$ cat src/hw/rtl/bir_pkg.sv
// Package with the constants and types of the bimodal insertion replacement block.
`default_nettype none

package bir_pkg;

  localparam int SETS     = 64;
  localparam int WAYS     = 16;
  localparam int SET_W    = (SETS > 1) ? $clog2(SETS) : 1;
  localparam int WAY_W    = $clog2(WAYS);
  localparam int WAYS_P2  = 1 << WAY_W;

  localparam int SET_IDX_W    = 6;
  localparam int HIT_WAY_W    = 4;
  localparam int DRAW_W       = 7;
  localparam int STAMP_W      = 64;
  localparam int PCT_W        = 7;
  localparam int VICTIM_WAY_W = 4;

  localparam logic [PCT_W-1:0] PCT_RESET = PCT_W'(50);

  localparam int FIFO_DEPTH = 2;

  // What the back end has to do with one word.
  typedef enum logic [1:0] {
    OP_NONE,
    OP_STAMP,
    OP_MISS
  } bir_op_t;

  typedef struct packed {
    bir_op_t             op;
    logic [SET_W-1:0]    set;
    logic [WAY_W-1:0]    way;
    logic                ins_mru;
    logic [STAMP_W-1:0]  stamp;
  } bir_cmd_t;

  typedef struct packed {
    logic clearing;
  } bir_status_t;

endpackage

`default_nettype wire

$ cat src/hw/rtl/bir_fifo.sv
// Short command queue between the front end and the back end.
`default_nettype none

module bir_fifo (
  input  logic               clk,
  input  logic               rst_n,
  input  logic               push_valid,
  input  bir_pkg::bir_cmd_t  push_cmd,
  output logic               push_ready,
  output logic               pop_valid,
  output bir_pkg::bir_cmd_t  pop_cmd,
  input  logic               pop_ready
);
  import bir_pkg::*;

  localparam int PTR_W = (FIFO_DEPTH > 1) ? $clog2(FIFO_DEPTH) : 1;
  localparam int CNT_W = $clog2(FIFO_DEPTH + 1);

  bir_cmd_t          entry_r [FIFO_DEPTH];
  logic [PTR_W-1:0]  wr_ptr_r;
  logic [PTR_W-1:0]  rd_ptr_r;
  logic [CNT_W-1:0]  count_r;
  logic              do_push;
  logic              do_pop;

  assign push_ready = count_r != CNT_W'(FIFO_DEPTH);
  assign pop_valid  = count_r != '0;
  assign pop_cmd    = entry_r[rd_ptr_r];
  assign do_push    = push_valid && push_ready;
  assign do_pop     = pop_valid && pop_ready;

  always_ff @(posedge clk) begin
    if (do_push) begin
      entry_r[wr_ptr_r] <= push_cmd;
    end
    if (!rst_n) begin
      wr_ptr_r <= '0;
      rd_ptr_r <= '0;
      count_r  <= '0;
    end else begin
      if (do_push) begin
        wr_ptr_r <= (wr_ptr_r == PTR_W'(FIFO_DEPTH - 1)) ? '0 : wr_ptr_r + 1'b1;
      end
      if (do_pop) begin
        rd_ptr_r <= (rd_ptr_r == PTR_W'(FIFO_DEPTH - 1)) ? '0 : rd_ptr_r + 1'b1;
      end
      if (do_push && !do_pop) begin
        count_r <= count_r + 1'b1;
      end else if (do_pop && !do_push) begin
        count_r <= count_r - 1'b1;
      end
    end
  end

endmodule

`default_nettype wire

$ cat config.mk
export PLATFORM = sky130hd
export DESIGN_NAME = bir_fifo
export DESIGN_NICKNAME = d
export VERILOG_FILES = /design/src/hw/rtl/bir_pkg.sv /design/src/hw/rtl/bir_fifo.sv
export SDC_FILE = /design/constraint.sdc
export NUM_CORES = 1
export LEC_CHECK = 0
export BUFFER_PORTS_ARGS = -buffer_cell sky130_fd_sc_hd__buf_4
export CORE_UTILIZATION = 30
export DETAILED_ROUTE_END_ITERATION = 8
export GPL_TIMING_DRIVEN = 0
export PLACE_DENSITY = 0.62
export SKIP_CTS_REPAIR_TIMING = 1
export SYNTH_ARGS = -nofsm -noshare
export SYNTH_HDL_FRONTEND = slang
export SYNTH_SLANG_ARGS = --single-unit
$ cat constraint.sdc
create_clock -name clk -period 3.2 [get_ports clk]
set_clock_uncertainty 0.05 [all_clocks]
set_input_delay 0.48 -clock clk [delete_from_list [all_inputs] [get_ports clk]]
set_output_delay 0.48 -clock clk [all_outputs]
set_load 0.05 [all_outputs]
# Yosys cells after proc, flatten, opt, wreduce, memory -nomap -nowiden
# Memory sizes are Yosys's and may differ from the RTL's. A register that Yosys moved wholly into a read port is not among the register bits.
# Cells that the tools add are included.
[op_classes]
mux = 8
reduce_logical = 8
n_eq_ne = 1
addsub = 4
[op_table]
columns = ["op", "count"]
rows = [
  ["$mux 1", 6],
  ["$logic_and 1x1->1", 4],
  ["$mux 2", 2],
  ["$reduce_bool 2->1", 2],
  ["$add 1x1->1 const B", 2],
  ["$add 2x1->2 const B", 1],
  ["$logic_not 1->1", 2],
  ["$ne 2x2->1 const B", 1],
  ["$sub 2x1->2 const B", 1],
]
[word_totals]
ff_bits = 4
inputBits = 81
ram_bits = 154
output_inout_bits = 79
memories = 1
[memory_table]
columns = ["memory", "depth", "width", "read_ports", "rd_ports_with_merged_regs", "wr", "line", "text"]
rows = [
  ["entry_r", 2, 77, 1, 1, 1, "bir_fifo.sv:19", "bir_cmd_t entry_r [FIFO_DEPTH];"],
]

# Depth between registers and ports, before layout
[logic_depth]
ltp_word = 6
mapped_depth = 6

# Least setup slack after synthesis
# OpenSTA, ideal clock, no wires.
[synth_timing]
path_type = "flip-flop to flip-flop"
start = "reg count_r[0]"
end = "mem entry_r[1][0] in the netlist's numbering, enable pin"
period_less_slack_ns = 3.023
t_arrival_ns = 2.529
path_buffers = 0
required_time_ns = 2.706
slack_ns = 0.177
stages_incl_launch_ff = 3
path_cell_list = "dfxtp_1 -> nand2b_4 -> and3_1"
[synth_between]
elab_chain_cells = 4
[synth_lines]
columns = ["element", "line", "text"]
rows = [
  ["from (decl)", "bir_fifo.sv:22", "logic [CNT_W-1:0] count_r;"],
  ["from (signal assigned)", "bir_fifo.sv:48", "count_r <= count_r + 1'b1;"],
  ["from (signal assigned)", "bir_fifo.sv:50", "count_r <= count_r - 1'b1;"],
  ["$ne 2x2->1", "bir_fifo.sv:26", "assign push_ready = count_r != CNT_W'(FIFO_DEPTH);"],
  ["net push_ready", "bir_fifo.sv:9", "output logic push_ready,"],
  ["$logic_and 1x1->1", "bir_fifo.sv:29", "assign do_push = push_valid && push_ready;"],
  ["$mux 1", "bir_fifo.sv:33", "if (do_push) begin"],
  ["$mux 1 (not written as such)", "bir_fifo.sv:34", "entry_r[wr_ptr_r] <= push_cmd;"],
  ["to (decl)", "bir_fifo.sv:19", ""],
]
# The timed path passes the listed nets, and every way through them passes these cells.

==> run_results.csv <==
group,metric,value,unit
timing,finalCritPeriodShare,72.14,%
floorplanning,num_rows,51,
cts,cts_buffers,17,
detailed_routing,drc,0,
timing,tightest_slew,0.5506,ns
grt,grt_pass1_wl,16850,um
finish,nNetsFinal,526,
timing,slew_viol_final,0,
placed_design,dpl.cell_count,690,
critical_path,critPathMaxFanout,10,
detailed_routing,routedWlPerCell,15.63,um
critical_path,rr_worst_depth,3,
critical_path,cp_num_buf_inv,4,
detailed_routing,ant_nets,0,
finish,area_growth,37.66,%
synth,syn_avg_cell_area,22.41,sq um
pwr,clkPwrFrac,29.0,%
pwr,ir_drop,0.0004406,V
pwr,power.internal,4.958,mW
placed_design,post-place-ws,1.277,ns
detailed_routing,wirelength,11280,um
pwr,switchingPower,2.619,mW
placed_design,gp_congestion,0.6646,
cts,cts.path.max_buffers,2,
synth,synth_cell_types,22,
critical_path,required,2.67,ns
critical_path,cpMostUsedCell,"buf_6",
cts,clock_latency,0.41,ns
hold_path,hold_path_class,"in -> reg",
detailed_routing,routed-via-count,3035,
grt,grt_pass1_vias,3356,
critical_path,cp_slowest_cell,"mux2_4",
timing,rsz0062_at_grt,"false",
floorplanning,die-area,20290,sq um
synth,yosysWarnings,0,
timing,holdWs,0.1964,ns
floorplanning,start_util,30.50,%
finish,insertedDiodeCount,0,
pwr,p_total,7.577,mW
synth,seq_area_frac_synth,79.85,%
job,drv_cap,0,
synth,synth_cells,264,
critical_path,end_kind,"primary output",
timing,clock.fmax,0.4332,GHz
run_status,status,"completed",
timing,slew_headroom,63.30,%
critical_path,worstPathArrival,1.78,ns
synth,ys_ff_latch,159,
grt,grt_overflow,0,
floorplanning,die_w,142.4,um
cts,root_buffer,"clkbuf_16",
critical_path,cp_num_cells,5,
timing,period_minus_slack,2.309,ns
synth,syn_area,5917,sq um
pwr,pwr-share-seq,35.3,%
detailed_routing,drt_iter0_markers,106,
floorplanning,fp.dieH,142.4,um
finish,final_layout_size_suffix_gt1_share,61.49,%
cts,htree_levels,4,
cts,clock-sinks,159,
floorplanning,core_area,19400,sq um
finish,stdcell_count,722,
pwr,power.density,930.2,nW/um^2
timing,hold_violations,0,
detailed_routing,vias_per_cell,4.204,
synth,syn_nets,346,
placed_design,dp_hpwl,7475,um
critical_path,path_cells,"clkbuf_2, buf_6, buf_6, mux2_4, buf_4",
cts,clk_pin_slew,0.06,ns
grt,grt_antenna_before_repair,0,
hold_path,hold_depth,1,
detailed_routing,first_pass_iters,4,
pwr,p_sw_share,34.57,%
pwr,combPwrFrac,35.8,%
grt,grt_max_degree,44,
pwr,leakagePower,3.077,nW
timing,fin_ws,0.8914,ns
floorplanning,io_pins,160,
critical_path,critical_path_class,"reg -> out",
critical_path,critPathTopFamily,"buffers and inverters",
grt,grt_use_total,11.18,%
cts,cts_tree,"done",
critical_path,max_stage_delay,0.31,ns
placed_design,port_buffers,159,
critical_path,worstSetupStartpointType,"register",
timing,setup_viol,0,
[cells in the mapped netlist (all sizes together)]
cell	n	area, sq um
o21ai	2	10.00
dfxtp	5	100.1
inv	1	3.750
a21bo	1	10.01
or2	1	6.260
edfxtp	154	4624
or3	1	6.260
a21boi	2	15.02
nand2b	1	13.76
ha	1	12.51
xnor2	2	17.52
nand3b	1	7.510
mux2	77	979.7
and3	1	6.260
clkbuf	1	5.000
buf	8	65.06
xor2	1	8.760
and2	4	25.02
[worst register-to-register path: stages, from the launching register on]
cell	delay, ns
dfxtp_1	0.42
nand2b_4	0.19
and3_4	0.54
buf_16	0.31
[routing by layer]
layer	vias up	wire (um)	global-route usage (%)
li1	1401	-	-
met1	1519	4500	12.00
met2	107	5855	19.56
met3	8	825	4.341
met4	0	103	4.697
met5	-	0	0
[cell usage in the layout (no fill, tap or decap), drive strengths merged]
cell and count:
buf 169, edfxtp 154, mux2 77, clkbuf 18, clkinv 8, dfxtp 5, bufinv 5, and2 4
inv 3, xnor2 2, o21ai 2, a21boi 2, nand2b 1, or2 1, and3 1, nand3b 1
a21bo 1, xor2 1, or3 1, ha 1
[layout make-up]
| type | instances | area [sq um] |
|---|---|---|
| clock inverters | 15 | 215.2 |
| repair buffers | 161 | 1249 |
| plain buffers | 9 | 70.07 |
| fillers | 1789 | 11250 |
| well taps | 265 | 331.6 |
| inverters | 1 | 6.256 |
| multi-input cells | 95 | 1124 |
| flip-flops and latches | 159 | 4725 |
| clock buffers | 17 | 425.4 |
[final timing paths]
check	startpoint	to	slack (ns)
setup / recovery	register	pop_cmd[43]	0.89
hold / removal	push_cmd[68]	entry_r[0][68]	0.20
setup reg to reg	count_r[0]	entry_r[1][27]	1.32
hold reg to reg	count_r[1]	count_r[1]	0.50
[power by group through the flow]
| stage | logic (mW) | clock network, mW | registers [mW] |
|---|---|---|---|
| CTS | 2.76 | 2.25 | 2.67 |
| finish | 2.71 | 2.20 | 2.67 |
| global route | 2.83 | 2.33 | 2.70 |
| detailed placement | 2.75 | 0 | 2.72 |
| global placement | 2.69 | 0 | 2.73 |
| floorplan | 1.98 | 0 | 2.71 |
[metrics by stage]
| stage | area, sq um | util, % | TNS, ns |
|---|---|---|---|
| 3_3_place_gp | 7442 | 38.36 | -72.74 |
| 3_5_place_dp | 7505 | 38.69 | 0 |
| 2_1_floorplan | 5917 | - | 0 |
| 6_report | 8145 | 41.99 | 0 |
| 4_1_cts | 8145 | 41.99 | 0 |
| 5_1_grt | 8145 | 41.99 | 0 |
[logic make-up (layout without fill, tap and decap cells)]
| family | after synthesis | in the layout | synth area share [%] |
|---|---|---|---|
| AOI/OAI and AO/OA | 5 | 5 | 0.5920 |
| xor gates and xnor gates | 3 | 3 | 0.4441 |
| adders and majority gates | 1 | 1 | 0.2114 |
| buffers and inverters | 10 | 203 | 1.247 |
| DFF | 159 | 159 | 79.85 |
| muxes | 77 | 77 | 16.56 |
| and+or+nand+nor | 9 | 9 | 1.100 |
[sequential cells by signal (all words and copies together), names as in the netlist, named ones only]
signal    count
rd_ptr_r      1
count_r       2
wr_ptr_r      1
entry_r     154
Power figures use the tool's default switching activity.
