--- src/hw/rtl/bir_pkg.sv ---
// Package with the constants and types of the bimodal insertion replacement block.
`default_nettype none

package bir_pkg;

  localparam int SETS     = 64;
  localparam int WAYS     = 16;
  localparam int SET_W    = (SETS > 1) ? $clog2(SETS) : 1;
  localparam int WAY_W    = $clog2(WAYS);
  localparam int WAYS_P2  = 1 << WAY_W;

  localparam int SET_IDX_W    = 6;
  localparam int HIT_WAY_W    = 4;
  localparam int DRAW_W       = 7;
  localparam int STAMP_W      = 64;
  localparam int PCT_W        = 7;
  localparam int VICTIM_WAY_W = 4;

  localparam logic [PCT_W-1:0] PCT_RESET = PCT_W'(50);

  localparam int FIFO_DEPTH = 2;

  // What the back end has to do with one word.
  typedef enum logic [1:0] {
    OP_NONE,
    OP_STAMP,
    OP_MISS
  } bir_op_t;

  typedef struct packed {
    bir_op_t             op;
    logic [SET_W-1:0]    set;
    logic [WAY_W-1:0]    way;
    logic                ins_mru;
    logic [STAMP_W-1:0]  stamp;
  } bir_cmd_t;

  typedef struct packed {
    logic clearing;
  } bir_status_t;

endpackage

`default_nettype wire

--- src/hw/rtl/bir_in_if.sv ---
// Access channel interface: valid, ready and the access fields.
`default_nettype none

interface bir_in_if;
  import bir_pkg::*;

  logic                  valid;
  logic                  ready;
  logic [SET_IDX_W-1:0]  set_index;
  logic                  is_hit;
  logic [HIT_WAY_W-1:0]  hit_way;
  logic                  is_write;
  logic [DRAW_W-1:0]     random_draw;
  logic [STAMP_W-1:0]    cycle_now;

  modport source (
    output valid, set_index, is_hit, hit_way, is_write, random_draw, cycle_now,
    input  ready
  );

  modport sink (
    input  valid, set_index, is_hit, hit_way, is_write, random_draw, cycle_now,
    output ready
  );
endinterface

`default_nettype wire

--- src/hw/rtl/bir_front.sv ---
// Front end: takes access words, classifies them and holds the insert percentage.
`default_nettype none

module bir_front (
  input  logic                     clk,
  input  logic                     rst_n,
  bir_in_if.sink                   in_ch,
  input  logic                     cfg_wr_en,
  input  logic [bir_pkg::PCT_W-1:0] cfg_wr_data,
  input  bir_pkg::bir_status_t     status,
  output logic                     push_valid,
  output bir_pkg::bir_cmd_t        push_cmd,
  input  logic                     push_ready
);
  import bir_pkg::*;

  logic [PCT_W-1:0] insert_pct_r;
  logic             slot_valid_r;
  bir_cmd_t         slot_r;
  bir_cmd_t         cmd_nxt;
  logic             accept;

  assign in_ch.ready = !status.clearing && (!slot_valid_r || push_ready);
  assign accept      = in_ch.valid && in_ch.ready;

  // A read hit on an existing way stamps it; a write hit or a hit on a way
  // past the end changes nothing; every miss goes through victim selection.
  always_comb begin
    cmd_nxt.op = OP_MISS;
    if (in_ch.is_hit) begin
      if (!in_ch.is_write && (int'(in_ch.hit_way) < WAYS)) begin
        cmd_nxt.op = OP_STAMP;
      end else begin
        cmd_nxt.op = OP_NONE;
      end
    end
    cmd_nxt.set     = SET_W'(in_ch.set_index % SETS);
    cmd_nxt.way     = WAY_W'(in_ch.hit_way);
    cmd_nxt.ins_mru = in_ch.random_draw < insert_pct_r;
    cmd_nxt.stamp   = in_ch.cycle_now;
  end

  always_ff @(posedge clk) begin
    if (accept) begin
      slot_r <= cmd_nxt;
    end
    if (!rst_n) begin
      insert_pct_r <= PCT_RESET;
      slot_valid_r <= 1'b0;
    end else begin
      if (cfg_wr_en) begin
        insert_pct_r <= cfg_wr_data;
      end
      if (accept) begin
        slot_valid_r <= 1'b1;
      end else if (push_ready) begin
        slot_valid_r <= 1'b0;
      end
    end
  end

  assign push_valid = slot_valid_r;
  assign push_cmd   = slot_r;

endmodule

`default_nettype wire

--- src/flat_wrapper.sv ---
// flat-port wrapper written by rule: the top's interface ports become plain ports
module bir_front_flat import bir_pkg::*;
  (clk, rst_n, cfg_wr_en, cfg_wr_data, status, push_valid, push_cmd, push_ready, in_ch_valid, in_ch_set_index, in_ch_is_hit, in_ch_hit_way, in_ch_is_write, in_ch_random_draw, in_ch_cycle_now, in_ch_ready);
  bir_in_if in_ch_i ();
  input  logic clk;
  input  logic rst_n;
  input  logic cfg_wr_en;
  input  logic [bir_pkg::PCT_W-1:0] cfg_wr_data;
  input  bir_pkg::bir_status_t status;
  output logic push_valid;
  output bir_pkg::bir_cmd_t push_cmd;
  input  logic push_ready;
  input wire logic [$bits(in_ch_i.valid)-1:0] in_ch_valid;
  input wire logic [$bits(in_ch_i.set_index)-1:0] in_ch_set_index;
  input wire logic [$bits(in_ch_i.is_hit)-1:0] in_ch_is_hit;
  input wire logic [$bits(in_ch_i.hit_way)-1:0] in_ch_hit_way;
  input wire logic [$bits(in_ch_i.is_write)-1:0] in_ch_is_write;
  input wire logic [$bits(in_ch_i.random_draw)-1:0] in_ch_random_draw;
  input wire logic [$bits(in_ch_i.cycle_now)-1:0] in_ch_cycle_now;
  output wire logic [$bits(in_ch_i.ready)-1:0] in_ch_ready;
  assign in_ch_i.valid = in_ch_valid;
  assign in_ch_i.set_index = in_ch_set_index;
  assign in_ch_i.is_hit = in_ch_is_hit;
  assign in_ch_i.hit_way = in_ch_hit_way;
  assign in_ch_i.is_write = in_ch_is_write;
  assign in_ch_i.random_draw = in_ch_random_draw;
  assign in_ch_i.cycle_now = in_ch_cycle_now;
  assign in_ch_ready = in_ch_i.ready;
  bir_front u_core (.clk(clk), .rst_n(rst_n), .in_ch(in_ch_i), .cfg_wr_en(cfg_wr_en), .cfg_wr_data(cfg_wr_data), .status(status), .push_valid(push_valid), .push_cmd(push_cmd), .push_ready(push_ready));
endmodule
--- config.mk ---
export PLATFORM = sky130hd
export DESIGN_NAME = bir_front_flat
export DESIGN_NICKNAME = d
export VERILOG_FILES = /design/src/hw/rtl/bir_pkg.sv /design/src/hw/rtl/bir_in_if.sv /design/src/hw/rtl/bir_front.sv /design/src/flat_wrapper.sv
export SDC_FILE = /design/constraint.sdc
export NUM_CORES = 1
export LEC_CHECK = 0
export BUFFER_PORTS_ARGS = -buffer_cell sky130_fd_sc_hd__clkbuf_2
export CAP_MARGIN = 20
export CORE_ASPECT_RATIO = 1.75
export CORE_UTILIZATION = 42
export DETAILED_ROUTE_END_ITERATION = 7
export PLACE_DENSITY = 0.89
export REMOVE_ABC_BUFFERS = 1
export SLEW_MARGIN = 20
export SYNTH_ARGS = -nofsm -noshare
export SYNTH_HDL_FRONTEND = slang
export SYNTH_SLANG_ARGS = --single-unit
--- constraint.sdc ---
create_clock -name clk -period 1.9 [get_ports clk]
set_input_delay 0.19 -clock clk [delete_from_list [all_inputs] [get_ports clk]]
set_output_delay 0.19 -clock clk [all_outputs]
set_load 0.01 [all_outputs]
---- Yosys cells after proc, flatten, opt, wreduce, memory -nomap -nowiden ----
Cells that the tools add are included.
word-level totals
  output and inout port bits .............. 79
  register bits after elaboration ......... 85
  word-level logic and storage cells ...... 17
operators by class
  mux-type cells .......................... 3
  reduce and logical (&&, ||, !) cells .... 6
  order comparisons ....................... 1
operator list
  cell                        count
  7-bit less-than comparator  1
  1-bit 2-to-1 mux            3
  1-bit logical AND           2
  1-bit logical NOT           2
  2-bit nonzero test          1
  1-bit logical OR            1

---- Depth between registers and ports, before layout ----
  depth in word-level cells ............... 5
  mapped depth ............................ 5
  gate-level depth less buffers ........... 5

---- Worst setup path after synthesis ----
OpenSTA, ideal clock, no wires.
  path kind ............................... reg-to-reg
  from .................................... register u_core.slot_valid_r, in the netlist u_core.push_valid
  to ...................................... register u_core.slot_r, in the netlist u_core.push_cmd[0] (enable)
  path buffers ............................ 0
  setup time .............................. 0.381 ns
  stages on the path, launching flop included .. 4
  data arrival time ....................... 1.221 ns
  path slack .............................. 0.298 ns
  path through ............................ dfxtp_1 nand2b_1 nor2b_4 and2_4
between the ends
  word-level cells in the longest chain between the ends .. 4
ends and longest elaborated chain
  element                 line                text
  from (decl)             bir_front.sv:18     logic slot_valid_r;
  from (signal assigned)  bir_front.sv:49     slot_valid_r <= 1'b0;
  from (signal assigned)  bir_front.sv:55     slot_valid_r <= 1'b1;
  from (signal assigned)  bir_front.sv:57     slot_valid_r <= 1'b0;
  1-bit logical NOT       bir_front.sv:23     assign in_ch.ready = !status.clearing && (!slot_valid_r || push_ready);
  1-bit logical OR        bir_front.sv:23
  1-bit logical AND       bir_front.sv:23
  via in_ch_ready         flat_wrapper.sv:20  output wire logic [$bits(in_ch_i.ready)-1:0] in_ch_ready;
  1-bit logical AND       bir_front.sv:24     assign accept = in_ch.valid && in_ch.ready;
  via u_core.accept       bir_front.sv:21     logic accept;
  to (signal assigned)    bir_front.sv:45     slot_r <= cmd_nxt;
  to (decl)               bir_front.sv:19     bir_cmd_t slot_r;
The timed path passes the listed nets, and every way through them passes these cells.
A chain may end at the register's enable or synchronous reset.

---- Worst setup path in the final report ----
  from .................................... register u_core.slot_valid_r, in the netlist u_core.push_valid
  to ...................................... register u_core.slot_r, in the netlist u_core.push_cmd[62] (enable)
between the ends
  word-level cells in the longest chain between the ends .. 4
ends and longest elaborated chain
  element            line
  1-bit logical NOT  bir_front.sv:23
  1-bit logical OR   bir_front.sv:23
  1-bit logical AND  bir_front.sv:23
  1-bit logical AND  bir_front.sv:24
  via u_core.accept  bir_front.sv:21
The timed path passes the listed nets, and every way through them passes these cells.

==> results.yml <==
sta:
  slew_violations: 0
  fin_skew_ns: 0.00364
  max_freq_mhz: 686
  tns_ns: 0
  rsz0062_at_grt: "false"
  setup_viol: 0
  period_needed_ns: 1.46
  max_slew.worst_pin.slew_ns: 0.305
  final-hold-violation-count: 0
  fin_crit_sh: 0.767
  relSlewSlack: 0.796
detailed_routing:
  viasPerCell: 4.53
  post_drt_wl_per_cell_um: 14.6
  drt_iter0_markers: 115
  vias: 1877
  dr.pass1.iters: 4
  drc_errors: 0
  wl_um: 6050
  antenna_left: 0
worst_setup_path:
  crit_chain: "nand2b_1 -> nor2b_4 -> and2_4 -> buf_4"
  start_kind: "register"
  crit_slowest_cell: "and2_4"
  crit_arrival_ns: 1.50
  cpPeakStageDelay_ns: 0.34
  cp-end-kind: "register"
  critPathMaxFanout: 20
  crit_type: "register to register"
  cp.required_ns: 1.94
status:
  outcome: "completed"
power_and_ir_drop:
  leakage_nw: 1.86
  ir_drop_uv: 527
  power.density_nw_per_um2: 946
place:
  placed_cell_area_um2: 3790
  port_buffers: 174
  dp_hpwl_um: 4610
  routabilityCongestion: 0.717
floorplan:
  rows: 38
  dieArea_um2: 6960
  ios: 175
  chipWidth_um: 63.5
  start_util: 0.443
  core_area_um2: 6280
  die_y_um: 110
logic_synthesis:
  synthTopCellsByCount: "edfxtp_1 (77), dfxtp_1 (8), inv_1 (7), ha_1 (6), nand2_1 (6)"
  synth_edf_count: 77
  synthCells: 130
  synth_cell_type_count: 16
  async_reset_ff_frac: 0
  synth_area_leaders: "edfxtp_1 (83%), dfxtp_1 (5.8%), ha_1 (2.7%), mux2i_1 (1.4%), nor2b_1 (1.1%)"
  yosysWarningCount: 0
  syn_avg_cell_area_um2: 21.4
  synth_top_cell_by_area: "edfxtp_1"
  synth_top_area_share: 0.831
  yosys_register_bits: 85
  ys.flop_type: "edfxtp_1"
  synth.most_common_cell: "edfxtp_1"
  synthesis.area_um2: 2780
  yosysSeqAreaShare: 0.889
cts:
  clk_latency_ns: 0.33
  cts_sinks: 85
  cts-buffers-inserted: 9
  ctsLongestPathBuffers: 2
  cts.clk_slew.worst_paths_ns: 0.07
  ctsHtreeMaxLevel: 3
  root_buffer: "clkbuf_8"
  ctsResizeCount: 0
  tritoncts: "built"
  post-cts-setup-buffer-count: 0
global_routing:
  antenna_found_initial: 0
  grt_pass1_vias: 1762
  overflow: 0
  grt.total_usage: 0.166
  grt_pass1_wl_um: 8070
  grt_max_degree: 25
job:
  drv_cap: 0
hold_path:
  hold_path.class: "primary input to register"
layout:
  nets: 431
  nFillCells: 465
  syn2layout_area_growth_pct: 48.8
  fin_area_um2: 4140
  drive_gt1_frac: 0.575
  insertedDiodeCount: 0
## registers in the layout, indices dropped and copies added, names as in the netlist
name / cells
u_core.push_cmd: 77
u_core.insert_pct_r: 7
u_core.push_valid: 1
## cells by family after synthesis
group / synth area share
adders and majority gates: 0.0270
and+or+nand+nor: 0.0346
muxes: 0.0144
DFF: 0.889
buffers and inverters: 0.0135
AOI/OAI and AO/OA: 0.0216
## layout make-up
type	instances	area, um^2	share of cell area
tap	80	100	0.0242
clock buffer	11	131	0.0317
multi-input combinational	37	272	0.0656
clock inverter	5	98.8	0.0239
timing repair buffer	189	1040	0.251
sequential	85	2470	0.597
inverter	7	26.3	0.00635
## metrics by stage
step | util | setup slack, ns | power [mW] | cells | hold WS, ns
finish | 0.659 | 0.442 | 3.91 | 414 | 0.0230
global route | 0.659 | 0.334 | 4.06 | 414 | 0.0000629
detailed placement | 0.604 | 0.449 | 2.51 | 386 | 0.369
CTS | 0.648 | 0.428 | 3.94 | 407 | 0.0000398
floorplan | - | 0.298 | 2.31 | 129 | 0.289
global placement | 0.604 | 0.508 | 2.49 | 386 | 0.367
## per-layer routing
metal,part of all wire,GRT usage,up-vias
met5,0,0,-
met4,0.038,0.130,0
met3,0.063,0.0508,21
met2,0.57,0.305,107
met1,0.32,0.146,865
li1,-,-,884
## final timing paths
path | startpoint | end | slack, ns | cells past startpoint
hold reg to reg | u_core.insert_pct_r[1] | u_core.insert_pct_r[1] | 0.50 | 2
setup / recovery | u_core.push_valid | u_core.push_cmd[62] | 0.44 | 4
hold / removal | in_ch_cycle_now[6] | u_core.push_cmd[6] | 0.02 | 1
setup reg to reg | u_core.push_valid | u_core.push_cmd[62] | 0.44 | 4
## worst max-delay path: cells and delay by family (launching register included)
| kind | cells | cell delay [ns] |
|---|---|---|
| buffers and inverters | 1 | 0.27 |
| DFF | 1 | 0.32 |
| and+or+nand+nor | 3 | 0.57 |
## placed cells by master (no fill, tap or decap)
cell type and n:
inv_1 7, nor2_1 2, and2_4 1, edfxtp_1 77
mux2i_1 4, bufinv_16 3, dfxtp_1 8, a21boi_0 1
clkbuf_2 174, clkbuf_1 2, nand2b_1 2, buf_4 1
nor2b_4 1, clkinv_2 1, clkinv_1 1, nand2_1 6
buf_12 2, ha_1 6, a21oi_1 4, nor2b_1 5
clkbuf_8 9, o211ai_1 3, dlygate4sd3_1 12, o21ai_0 2
## what timing repair did
item	in CTS	in global routing
hold buffers	5	7
endpoints found under the setup margin	0	0
hold endpoints to repair	5	7
## power by group
group | internal [mW] | switching, mW | total [mW]
sequential | 2.13 | 0.0224 | 2.16
combinational | 0.165 | 0.161 | 0.327
clock | 0.868 | 0.563 | 1.43
Power figures use the tool's default switching activity.
